--- src/rtl/sha256_pkg.sv ---
// ----------------------------------------------------------------------------
// SHA-256 package
// Shared types and constants for the SHA-256 byte stream hasher.
// ----------------------------------------------------------------------------
package sha256_pkg;

    localparam logic KIND_DATA   = 1'b0;
    localparam logic KIND_FINISH = 1'b1;

    typedef struct packed {
        logic       kind;
        logic [7:0] data_byte;
    } beat_t;

    typedef enum logic [2:0] {
        ST_IDLE,
        ST_LOAD,
        ST_ROUND,
        ST_UPDATE,
        ST_EMIT
    } core_state_t;

    typedef logic [31:0] word_t;

    function automatic word_t init_hash(input logic [2:0] idx);
        word_t w;
        begin
            w = 32'h0;
            unique case (idx)
                3'd0: w = 32'h6a09e667;
                3'd1: w = 32'hbb67ae85;
                3'd2: w = 32'h3c6ef372;
                3'd3: w = 32'ha54ff53a;
                3'd4: w = 32'h510e527f;
                3'd5: w = 32'h9b05688c;
                3'd6: w = 32'h1f83d9ab;
                3'd7: w = 32'h5be0cd19;
                default: w = 32'h0;
            endcase
            return w;
        end
    endfunction

    localparam word_t ROUND_K [64] = '{
        32'h428a2f98, 32'h71374491, 32'hb5c0fbcf, 32'he9b5dba5, 32'h3956c25b, 32'h59f111f1,
        32'h923f82a4, 32'hab1c5ed5, 32'hd807aa98, 32'h12835b01, 32'h243185be, 32'h550c7dc3,
        32'h72be5d74, 32'h80deb1fe, 32'h9bdc06a7, 32'hc19bf174, 32'he49b69c1, 32'hefbe4786,
        32'h0fc19dc6, 32'h240ca1cc, 32'h2de92c6f, 32'h4a7484aa, 32'h5cb0a9dc, 32'h76f988da,
        32'h983e5152, 32'ha831c66d, 32'hb00327c8, 32'hbf597fc7, 32'hc6e00bf3, 32'hd5a79147,
        32'h06ca6351, 32'h14292967, 32'h27b70a85, 32'h2e1b2138, 32'h4d2c6dfc, 32'h53380d13,
        32'h650a7354, 32'h766a0abb, 32'h81c2c92e, 32'h92722c85, 32'ha2bfe8a1, 32'ha81a664b,
        32'hc24b8b70, 32'hc76c51a3, 32'hd192e819, 32'hd6990624, 32'hf40e3585, 32'h106aa070,
        32'h19a4c116, 32'h1e376c08, 32'h2748774c, 32'h34b0bcb5, 32'h391c0cb3, 32'h4ed8aa4a,
        32'h5b9cca4f, 32'h682e6ff3, 32'h748f82ee, 32'h78a5636f, 32'h84c87814, 32'h8cc70208,
        32'h90befffa, 32'ha4506ceb, 32'hbef9a3f7, 32'hc67178f2
    };

    localparam logic [7:0] PAD_BYTE = 8'h80;

endpackage

--- src/rtl/sha256_byte_stream_hasher.sv ---
// Flow: data beats are written into the block buffer; each full block is then
// loaded into the word shifter, run through the single round unit and added.
// Finish pads one byte per cycle while no block is hashed, then eight digest beats follow.
// New bytes are not taken while a block is being hashed; the input queue
// holds the beats that arrive meanwhile.
// Reset: asynchronous, active low; hash returns to the initial values.
// ----------------------------------------------------------------------------
// SHA-256 byte stream hasher
// Top level: input queue feeding the hashing core.
// ----------------------------------------------------------------------------
module sha256_byte_stream_hasher (
    input  logic        clk,
    input  logic        rst_n,
    input  logic        s_tvalid,
    output logic        s_tready,
    input  logic [7:0]  s_tdata,   // data_byte[7:0]
    input  logic        s_tuser,   // kind
    output logic        m_tvalid,
    input  logic        m_tready,
    output logic [39:0] m_tdata,   // digest_word[31:0], word_index[34:32], zero pad
    output logic        m_tlast    // last_word
);
    import sha256_pkg::*;

    beat_t in_beat, q_beat;
    logic  q_valid, q_ready;
    logic [31:0] dw;
    logic [2:0]  wi;

    assign in_beat.kind      = s_tuser;
    assign in_beat.data_byte = s_tdata;

    sha256_fifo u_fifo (
        .clk       (clk),
        .rst_n     (rst_n),
        .in_valid  (s_tvalid),
        .in_ready  (s_tready),
        .in_beat   (in_beat),
        .out_valid (q_valid),
        .out_ready (q_ready),
        .out_beat  (q_beat)
    );

    sha256_core u_core (
        .clk         (clk),
        .rst_n       (rst_n),
        .in_valid    (q_valid),
        .in_ready    (q_ready),
        .in_beat     (q_beat),
        .out_valid   (m_tvalid),
        .out_ready   (m_tready),
        .digest_word (dw),
        .word_index  (wi),
        .last_word   (m_tlast)
    );

    assign m_tdata = {5'b0, wi, dw};
endmodule

--- src/rtl/sha256_fifo.sv ---
// ----------------------------------------------------------------------------
// SHA-256 beat queue
// Short queue between the input side and the hashing core.
// ----------------------------------------------------------------------------
module sha256_fifo (
    input  logic               clk,
    input  logic               rst_n,
    input  logic               in_valid,
    output logic               in_ready,
    input  sha256_pkg::beat_t  in_beat,
    output logic               out_valid,
    input  logic               out_ready,
    output sha256_pkg::beat_t  out_beat
);
    import sha256_pkg::*;

    beat_t      mem_reg [4];
    logic [1:0] wr_ptr_reg, wr_ptr_next;
    logic [1:0] rd_ptr_reg, rd_ptr_next;
    logic [2:0] cnt_reg, cnt_next;
    logic       push, pop;

    assign in_ready  = (cnt_reg != 3'd4);
    assign out_valid = (cnt_reg != 3'd0);
    assign out_beat  = mem_reg[rd_ptr_reg];
    assign push      = in_valid && in_ready;
    assign pop       = out_valid && out_ready;

    always_comb
    begin
        wr_ptr_next = push ? wr_ptr_reg + 2'd1 : wr_ptr_reg;
        rd_ptr_next = pop ? rd_ptr_reg + 2'd1 : rd_ptr_reg;
        cnt_next    = cnt_reg + {2'b0, push} - {2'b0, pop};
    end

    always_ff @(posedge clk)
    begin
        if (push)
        begin
            mem_reg[wr_ptr_reg] <= in_beat;
        end
    end

    always_ff @(posedge clk or negedge rst_n)
    begin
        if (!rst_n)
        begin
            wr_ptr_reg <= 2'd0;
            rd_ptr_reg <= 2'd0;
            cnt_reg    <= 3'd0;
        end
        else
        begin
            wr_ptr_reg <= wr_ptr_next;
            rd_ptr_reg <= rd_ptr_next;
            cnt_reg    <= cnt_next;
        end
    end
endmodule

--- src/rtl/sha256_core.sv ---
// ----------------------------------------------------------------------------
// SHA-256 core
// Buffers message bytes, pads on finish, runs 64 rounds per block and
// emits the digest words.
// ----------------------------------------------------------------------------
module sha256_core (
    input  logic               clk,
    input  logic               rst_n,
    input  logic               in_valid,
    output logic               in_ready,
    input  sha256_pkg::beat_t  in_beat,
    output logic               out_valid,
    input  logic               out_ready,
    output logic [31:0]        digest_word,
    output logic [2:0]         word_index,
    output logic               last_word
);
    import sha256_pkg::*;

    core_state_t st_reg, st_next;

    logic [7:0]  buf_mem [64];
    word_t       h_reg [8];
    word_t       v_reg [8];
    word_t       w_reg [16];
    logic [5:0]  fill_reg;
    logic [60:0] bytes_reg;
    logic [5:0]  rnd_reg;
    logic [5:0]  ld_reg;
    logic [2:0]  emit_reg;
    logic        pad_reg;
    logic        fin_reg;
    logic        len_reg;
    logic [63:0] bits_reg;
    logic [7:0]  rd_data_reg;

    logic [5:0]  wr_addr;
    logic [7:0]  wr_data;
    logic        wr_en;
    logic [7:0]  pad_data;
    word_t       s0, s1, t1, t2, bs0, bs1, ch, mj, wnew, wcur;
    logic        take;

    assign take     = in_valid && in_ready;
    assign in_ready = (st_reg == ST_IDLE) && !pad_reg;

    // The length bytes fill the tail of the block that holds the pad byte if it has
    // room for them, else the tail of the next block; otherwise the tail is zero.
    always_comb
    begin
        if (fill_reg >= 6'd56 && len_reg)
        begin
            pad_data = bits_reg[8'd63 - {2'b0, fill_reg[2:0], 3'b0} -: 8];
        end
        else
        begin
            pad_data = 8'h00;
        end
        if (!fin_reg)
        begin
            pad_data = PAD_BYTE;
        end
    end

    always_comb
    begin
        wr_en   = 1'b0;
        wr_addr = fill_reg;
        wr_data = in_beat.data_byte;
        if (st_reg == ST_IDLE && pad_reg)
        begin
            wr_en   = 1'b1;
            wr_data = pad_data;
        end
        else if (take && in_beat.kind == KIND_DATA)
        begin
            wr_en = 1'b1;
        end
    end

    always_comb
    begin
        wcur = w_reg[0];
        s0   = {w_reg[1][6:0], w_reg[1][31:7]} ^ {w_reg[1][17:0], w_reg[1][31:18]}
               ^ (w_reg[1] >> 3);
        s1   = {w_reg[14][16:0], w_reg[14][31:17]} ^ {w_reg[14][18:0], w_reg[14][31:19]}
               ^ (w_reg[14] >> 10);
        wnew = w_reg[0] + s0 + w_reg[9] + s1;
        bs1  = {v_reg[4][5:0], v_reg[4][31:6]} ^ {v_reg[4][10:0], v_reg[4][31:11]}
               ^ {v_reg[4][24:0], v_reg[4][31:25]};
        ch   = (v_reg[4] & v_reg[5]) ^ (~v_reg[4] & v_reg[6]);
        t1   = v_reg[7] + bs1 + ch + ROUND_K[rnd_reg] + wcur;
        bs0  = {v_reg[0][1:0], v_reg[0][31:2]} ^ {v_reg[0][12:0], v_reg[0][31:13]}
               ^ {v_reg[0][21:0], v_reg[0][31:22]};
        mj   = (v_reg[0] & v_reg[1]) ^ (v_reg[0] & v_reg[2]) ^ (v_reg[1] & v_reg[2]);
        t2   = bs0 + mj;
    end

    always_comb
    begin
        st_next = st_reg;
        unique case (st_reg)
            ST_IDLE:
            begin
                if (wr_en && fill_reg == 6'd63)
                begin
                    st_next = ST_LOAD;
                end
            end
            ST_LOAD:
            begin
                if (ld_reg == 6'd63)
                begin
                    st_next = ST_ROUND;
                end
            end
            ST_ROUND:
            begin
                if (rnd_reg == 6'd63)
                begin
                    st_next = ST_UPDATE;
                end
            end
            ST_UPDATE:
            begin
                st_next = ST_IDLE;
                if (pad_reg && len_reg)
                begin
                    st_next = ST_EMIT;
                end
            end
            ST_EMIT:
            begin
                if (out_ready && emit_reg == 3'd7)
                begin
                    st_next = ST_IDLE;
                end
            end
            default: st_next = ST_IDLE;
        endcase
    end

    always_comb
    begin
        out_valid   = (st_reg == ST_EMIT);
        digest_word = h_reg[emit_reg];
        word_index  = emit_reg;
        last_word   = (emit_reg == 3'd7);
    end

    always_ff @(posedge clk)
    begin
        if (wr_en)
        begin
            buf_mem[wr_addr] <= wr_data;
        end
        rd_data_reg <= buf_mem[ld_reg];
    end

    // The last byte enters the word shifter in the cycle after the final read,
    // so the first round cycle shifts that one more byte in.
    always_ff @(posedge clk)
    begin
        if (st_reg == ST_LOAD)
        begin
            if (ld_reg != 6'd0)
            begin
                w_reg[15] <= {w_reg[15][23:0], rd_data_reg};
                if (ld_reg[1:0] == 2'd1)
                begin
                    for (int i = 0; i < 15; i++)
                    begin
                        w_reg[i] <= w_reg[i + 1];
                    end
                end
            end
            if (ld_reg == 6'd63)
            begin
                for (int i = 0; i < 8; i++)
                begin
                    v_reg[i] <= h_reg[i];
                end
            end
        end
        else if (st_reg == ST_ROUND)
        begin
            for (int i = 0; i < 14; i++)
            begin
                w_reg[i] <= w_reg[i + 1];
            end
            w_reg[14] <= (rnd_reg == 6'd0) ? {w_reg[15][23:0], rd_data_reg} : w_reg[15];
            w_reg[15] <= wnew;
            v_reg[7] <= v_reg[6];
            v_reg[6] <= v_reg[5];
            v_reg[5] <= v_reg[4];
            v_reg[4] <= v_reg[3] + t1;
            v_reg[3] <= v_reg[2];
            v_reg[2] <= v_reg[1];
            v_reg[1] <= v_reg[0];
            v_reg[0] <= t1 + t2;
        end
        else if (st_reg == ST_IDLE && take && in_beat.kind == KIND_FINISH)
        begin
            bits_reg <= {bytes_reg, 3'b0};
        end
    end

    always_ff @(posedge clk or negedge rst_n)
    begin
        if (!rst_n)
        begin
            st_reg    <= ST_IDLE;
            fill_reg  <= 6'd0;
            bytes_reg <= 61'd0;
            rnd_reg   <= 6'd0;
            ld_reg    <= 6'd0;
            emit_reg  <= 3'd0;
            pad_reg   <= 1'b0;
            fin_reg   <= 1'b0;
            len_reg   <= 1'b0;
            for (int i = 0; i < 8; i++)
            begin
                h_reg[i] <= init_hash(3'(i));
            end
        end
        else
        begin
            st_reg <= st_next;
            if (wr_en)
            begin
                fill_reg <= fill_reg + 6'd1;
                if (pad_reg)
                begin
                    fin_reg <= 1'b1;
                    if ((!fin_reg && fill_reg < 6'd56) || fill_reg == 6'd0)
                    begin
                        len_reg <= 1'b1;
                    end
                end
            end
            if (take)
            begin
                if (in_beat.kind == KIND_DATA)
                begin
                    bytes_reg <= bytes_reg + 61'd1;
                end
                else
                begin
                    pad_reg <= 1'b1;
                    fin_reg <= 1'b0;
                end
            end
            if (st_reg == ST_LOAD)
            begin
                ld_reg <= ld_reg + 6'd1;
            end
            if (st_reg == ST_ROUND)
            begin
                rnd_reg <= rnd_reg + 6'd1;
            end
            if (st_reg == ST_UPDATE)
            begin
                for (int i = 0; i < 8; i++)
                begin
                    h_reg[i] <= h_reg[i] + v_reg[i];
                end
            end
            if (st_reg == ST_EMIT && out_ready)
            begin
                emit_reg <= emit_reg + 3'd1;
                if (emit_reg == 3'd7)
                begin
                    pad_reg   <= 1'b0;
                    fin_reg   <= 1'b0;
                    len_reg   <= 1'b0;
                    bytes_reg <= 61'd0;
                    for (int i = 0; i < 8; i++)
                    begin
                        h_reg[i] <= init_hash(3'(i));
                    end
                end
            end
        end
    end
endmodule

--- config.mk ---
export PLATFORM = sky130hd
export DESIGN_NAME = sha256_byte_stream_hasher
export DESIGN_NICKNAME = d
export VERILOG_FILES = /design/src/rtl/sha256_pkg.sv /design/src/rtl/sha256_byte_stream_hasher.sv /design/src/rtl/sha256_fifo.sv /design/src/rtl/sha256_core.sv
export SDC_FILE = /design/constraint.sdc
export NUM_CORES = 2
export LEC_CHECK = 0
export BUFFER_PORTS_ARGS = -buffer_cell sky130_fd_sc_hd__buf_2
export CAP_MARGIN = 0
export CORE_MARGIN = 4
export CORE_UTILIZATION = 45
export DETAILED_ROUTE_END_ITERATION = 8
export PLACE_DENSITY = 0.64
export SLEW_MARGIN = 5
export SYNTH_ARGS = -nofsm -noshare
export SYNTH_HDL_FRONTEND = slang
export SYNTH_SLANG_ARGS = --single-unit
export TNS_END_PERCENT = 20
--- constraint.sdc ---
create_clock -name clk -period 29.4 [get_ports clk]
set_clock_uncertainty 0.05 [all_clocks]
set_input_delay 2.94 -clock clk [delete_from_list [all_inputs] [get_ports clk]]
set_output_delay 2.94 -clock clk [all_outputs]
set_load 0.1 [all_outputs]
==> flow_summary_export.csv <==
group,metric,value,unit
cts,cts_tree,"yes",
detailed_routing,num_vias,63400,
worst_hold_path,hp-start,"u_core.w_reg[0][240]",
power,p_int,0.00404,W
timing,finalHoldViolCount,0,
timing,setup-violations-final,0,
cts,clk-insertion-delay-late,0.89,ns
place,routabilityCongestion,0.977,
cts,cts-buffers-inserted,189,
grt,track_usage,0.247,
flow_run,maxCapViolCount,0,
cts,ctsHtreeMaxLevel,4,
timing,period_needed,11.02,ns
place,port_buffers,50,
finish,nets,8442,
floorplan,fp.dieW,466,um
synthesis,synth.top_cell.area_share,0.438,
worst_setup_path,cp-start-kind,"flop",
cts,cts.clk_slew.worst_paths,0.06,ns
cts,clockBufferDepth,3,
timing,slew_headroom,0.118,
synthesis,synthArstFlopShare,0.202,
worst_setup_path,cp-end-kind,"flop",
power,p_sw_frac,0.208,
timing,min_period_over_period,0.375,
floorplan,die_area,217000,um2
worst_hold_path,hold_end,"u_core.w_reg[0][208]",
detailed_routing,drc,0,
floorplan,die_y,466,um
worst_setup_path,cpMostUsedCell,"fa_1",
detailed_routing,wl_per_cell,25.2,um
floorplan,num_rows,167,
synthesis,ys_types,100,
worst_setup_path,worstPathMaxFanout,14,
finish,drive_gt1_frac,0.123,
place,dp_hpwl,193000,um
power,p_sw,0.00106,W
synthesis,synth_edf_count,1377,
grt,grt_pass1_vias,61400,
grt,grt_remaining_overflow,0,
worst_setup_path,r2r_cells,35,
cts,cts_hold_buf,0,
worst_setup_path,rr_startpoint,"u_core.rnd_reg[1]",
floorplan,ios,56,
power,peakVddDrop,0.0743,mV
synthesis,yosys_warnings,0,
worst_setup_path,r2r_end,"u_core.v_reg[0][31]",
synthesis,synth.area.top_cells,"edfxtp_1 44%, mux4_2 5.9%, dfrtp_1 5.7%",
timing,finalMaxSlewViolations,0,
synthesis,synth_commonest_cells,"1,377 x edfxtp_1, 1,152 x nand2_1, 497 x a21oi_1",
worst_setup_path,worstPathRequired,29.86,ns
cts,cts.sinks,1736,
finish,instances_no_fill,10800,
power,p_clk_frac,0.483,
synthesis,yosysTopAreaCell,"edfxtp_1",
worst_setup_path,path_class,"reg2reg",
detailed_routing,firstDrtPassIters,6,
floorplan,core,208000,um2
synthesis,synthCells,7877,
cts,clockRootBuffer,"clkbuf_16",
worst_hold_path,holdCritPathClass,"reg2reg",
power,powerDensity,49.0,nW/um2
synthesis,postSynthAreaPerCell,12.0,um2
status,outcome,"finished, final reports clean",
worst_hold_path,min_delay_path_depth,0,
timing,hold_ws,0.320,ns
timing,rsz0062_at_grt,"false",
synthesis,synth-seq-cells,1736,
worst_setup_path,worst-r2r-setup-slack,18.38,ns
grt,grt_pass1_wl,405000,um
detailed_routing,vias_per_cell,5.88,
detailed_routing,drt_iter0_drc,6763,
grt,grt_max_degree,186,
cts,cts_setup_buffers,0,
worst_setup_path,max_stage_delay,0.89,ns
power,p_comb_frac,0.003,
timing,finalSetupTns,0,ns
synthesis,ys_seq_area_frac,0.535,
finish,areaGrowthSynthToFinish,10.3,%
detailed_routing,wirelength,271000,um
power,p_leak,38.4,nW
timing,worst_pin_slew,1.29,ns
synthesis,yosysMostFrequentCell,"edfxtp_1",
timing,fmax,90.7,MHz
synthesis,synth-main-ff-cell,"edfxtp_1",
worst_setup_path,slowest_stage,"a311oi_1",
place,dp.cells,10400,
grt,grt_antenna_before_repair,15,
synthesis,syn-cell-area,94400,um2
cts,cts-resized-gates,0,
floorplan,initial_core_util,0.454,
power,sequentialPowerShare,0.514,
worst_setup_path,worstPathArrival,11.48,ns
detailed_routing,ant_nets,0,
[layer usage]
layer  track usage  share of wire
met5             0       0.000052
met4         0.102          0.045
met3        0.0394          0.069
met2         0.385           0.46
met1         0.346           0.43
[final cells by class]
type	count	area (um2)
antenna	4	10.0
inverter	375	1410
clock inverter	118	1480
sequential	1736	50500
fill	17900	104000
tap	2788	3490
multi-input combinational	5400	41300
clock buffer	238	5050
timing repair buffer	127	913
[per-stage QoR]
step	util	instance area (um2)	worst slack [ns]	total power (W)
2_1_floorplan	-	94400	8.74	0.00268
3_3_place_gp	0.469	97600	18.73	0.00269
3_5_place_dp	0.469	97600	18.62	0.00269
4_1_cts	0.501	104000	18.51	0.00515
5_1_grt	0.501	104000	17.52	0.00526
6_report	0.501	104000	18.38	0.00510
[worst max-delay path: cells and delay by family (launching register included)]
family / cells / cell delay (ns)
buffers and inverters: 4 / 0.65
AND/OR/NAND/NOR: 4 / 1.28
flip-flops: 1 / 0.62
adder cells (fa/ha/maj): 8 / 3.68
AO/OA/AOI/OAI: 17 / 3.98
XOR/XNOR: 2 / 0.40
[logic make-up (layout without fill, tap and decap cells)]
| logic type | Yosys count | count (layout) | share of synthesized area |
|---|---|---|---|
| other | 1 | 9 | 0.0000397 |
| and+or+nand+nor | 2139 | 2139 | 0.0999 |
| muxes | 370 | 370 | 0.0731 |
| xor gates and xnor gates | 620 | 620 | 0.0575 |
| adders and majority gates | 621 | 621 | 0.0973 |
| buffers and inverters | 745 | 858 | 0.0300 |
| DFF | 1736 | 1736 | 0.535 |
| AOI/OAI and AO/OA | 1645 | 1645 | 0.108 |
[cells in the final DEF (no fill, tap or decap), drive strengths merged, types with 25 or more instances in the layout]
cell	n
ha	404
a31oi	52
nand4	34
mux2i	27
xnor2	401
xor2	219
nand2b	71
nor2	390
nand2	1152
o21bai	41
a211oi	56
a21o	188
mux2	97
a21oi	498
nor3	87
nor2b	49
o21a	55
o211ai	101
and3	65
o21ai	442
fa	196
edfxtp	1377
o31ai	38
clkbuf	238
mux4	246
dfstp	136
or2	25
dfrtp	215
buf	127
nand3	121
clkinv	87
or3	50
inv	379
[how the worst max path moves through the flow]
stage | depth (start not counted) | endpoint | from
after global routing | 36 | u_core.v_reg[2][31] | u_core.rnd_reg[1]
after detailed placement | 37 | u_core.v_reg[0][31] | u_core.rnd_reg[1]
after floorplan | 5 | u_core.v_reg[0][0] | u_core.ld_reg[2]
after CTS | 37 | u_core.v_reg[0][31] | u_core.rnd_reg[1]
after global placement | 35 | u_core.v_reg[0][31] | u_core.rnd_reg[1]
final | 35 | u_core.v_reg[0][31] | u_core.rnd_reg[1]
[power by group through the flow]
stage	combinational (W)	sequential, W	clock (W)
after floorplan	0.00000331	0.00267	0
after detailed placement	0.0000168	0.00267	0
after CTS	0.0000167	0.00262	0.00251
after global placement	0.0000166	0.00267	0
after global routing	0.0000182	0.00262	0.00263
final	0.0000161	0.00262	0.00247
No activity file was read; power rests on OpenSTA's default activity.
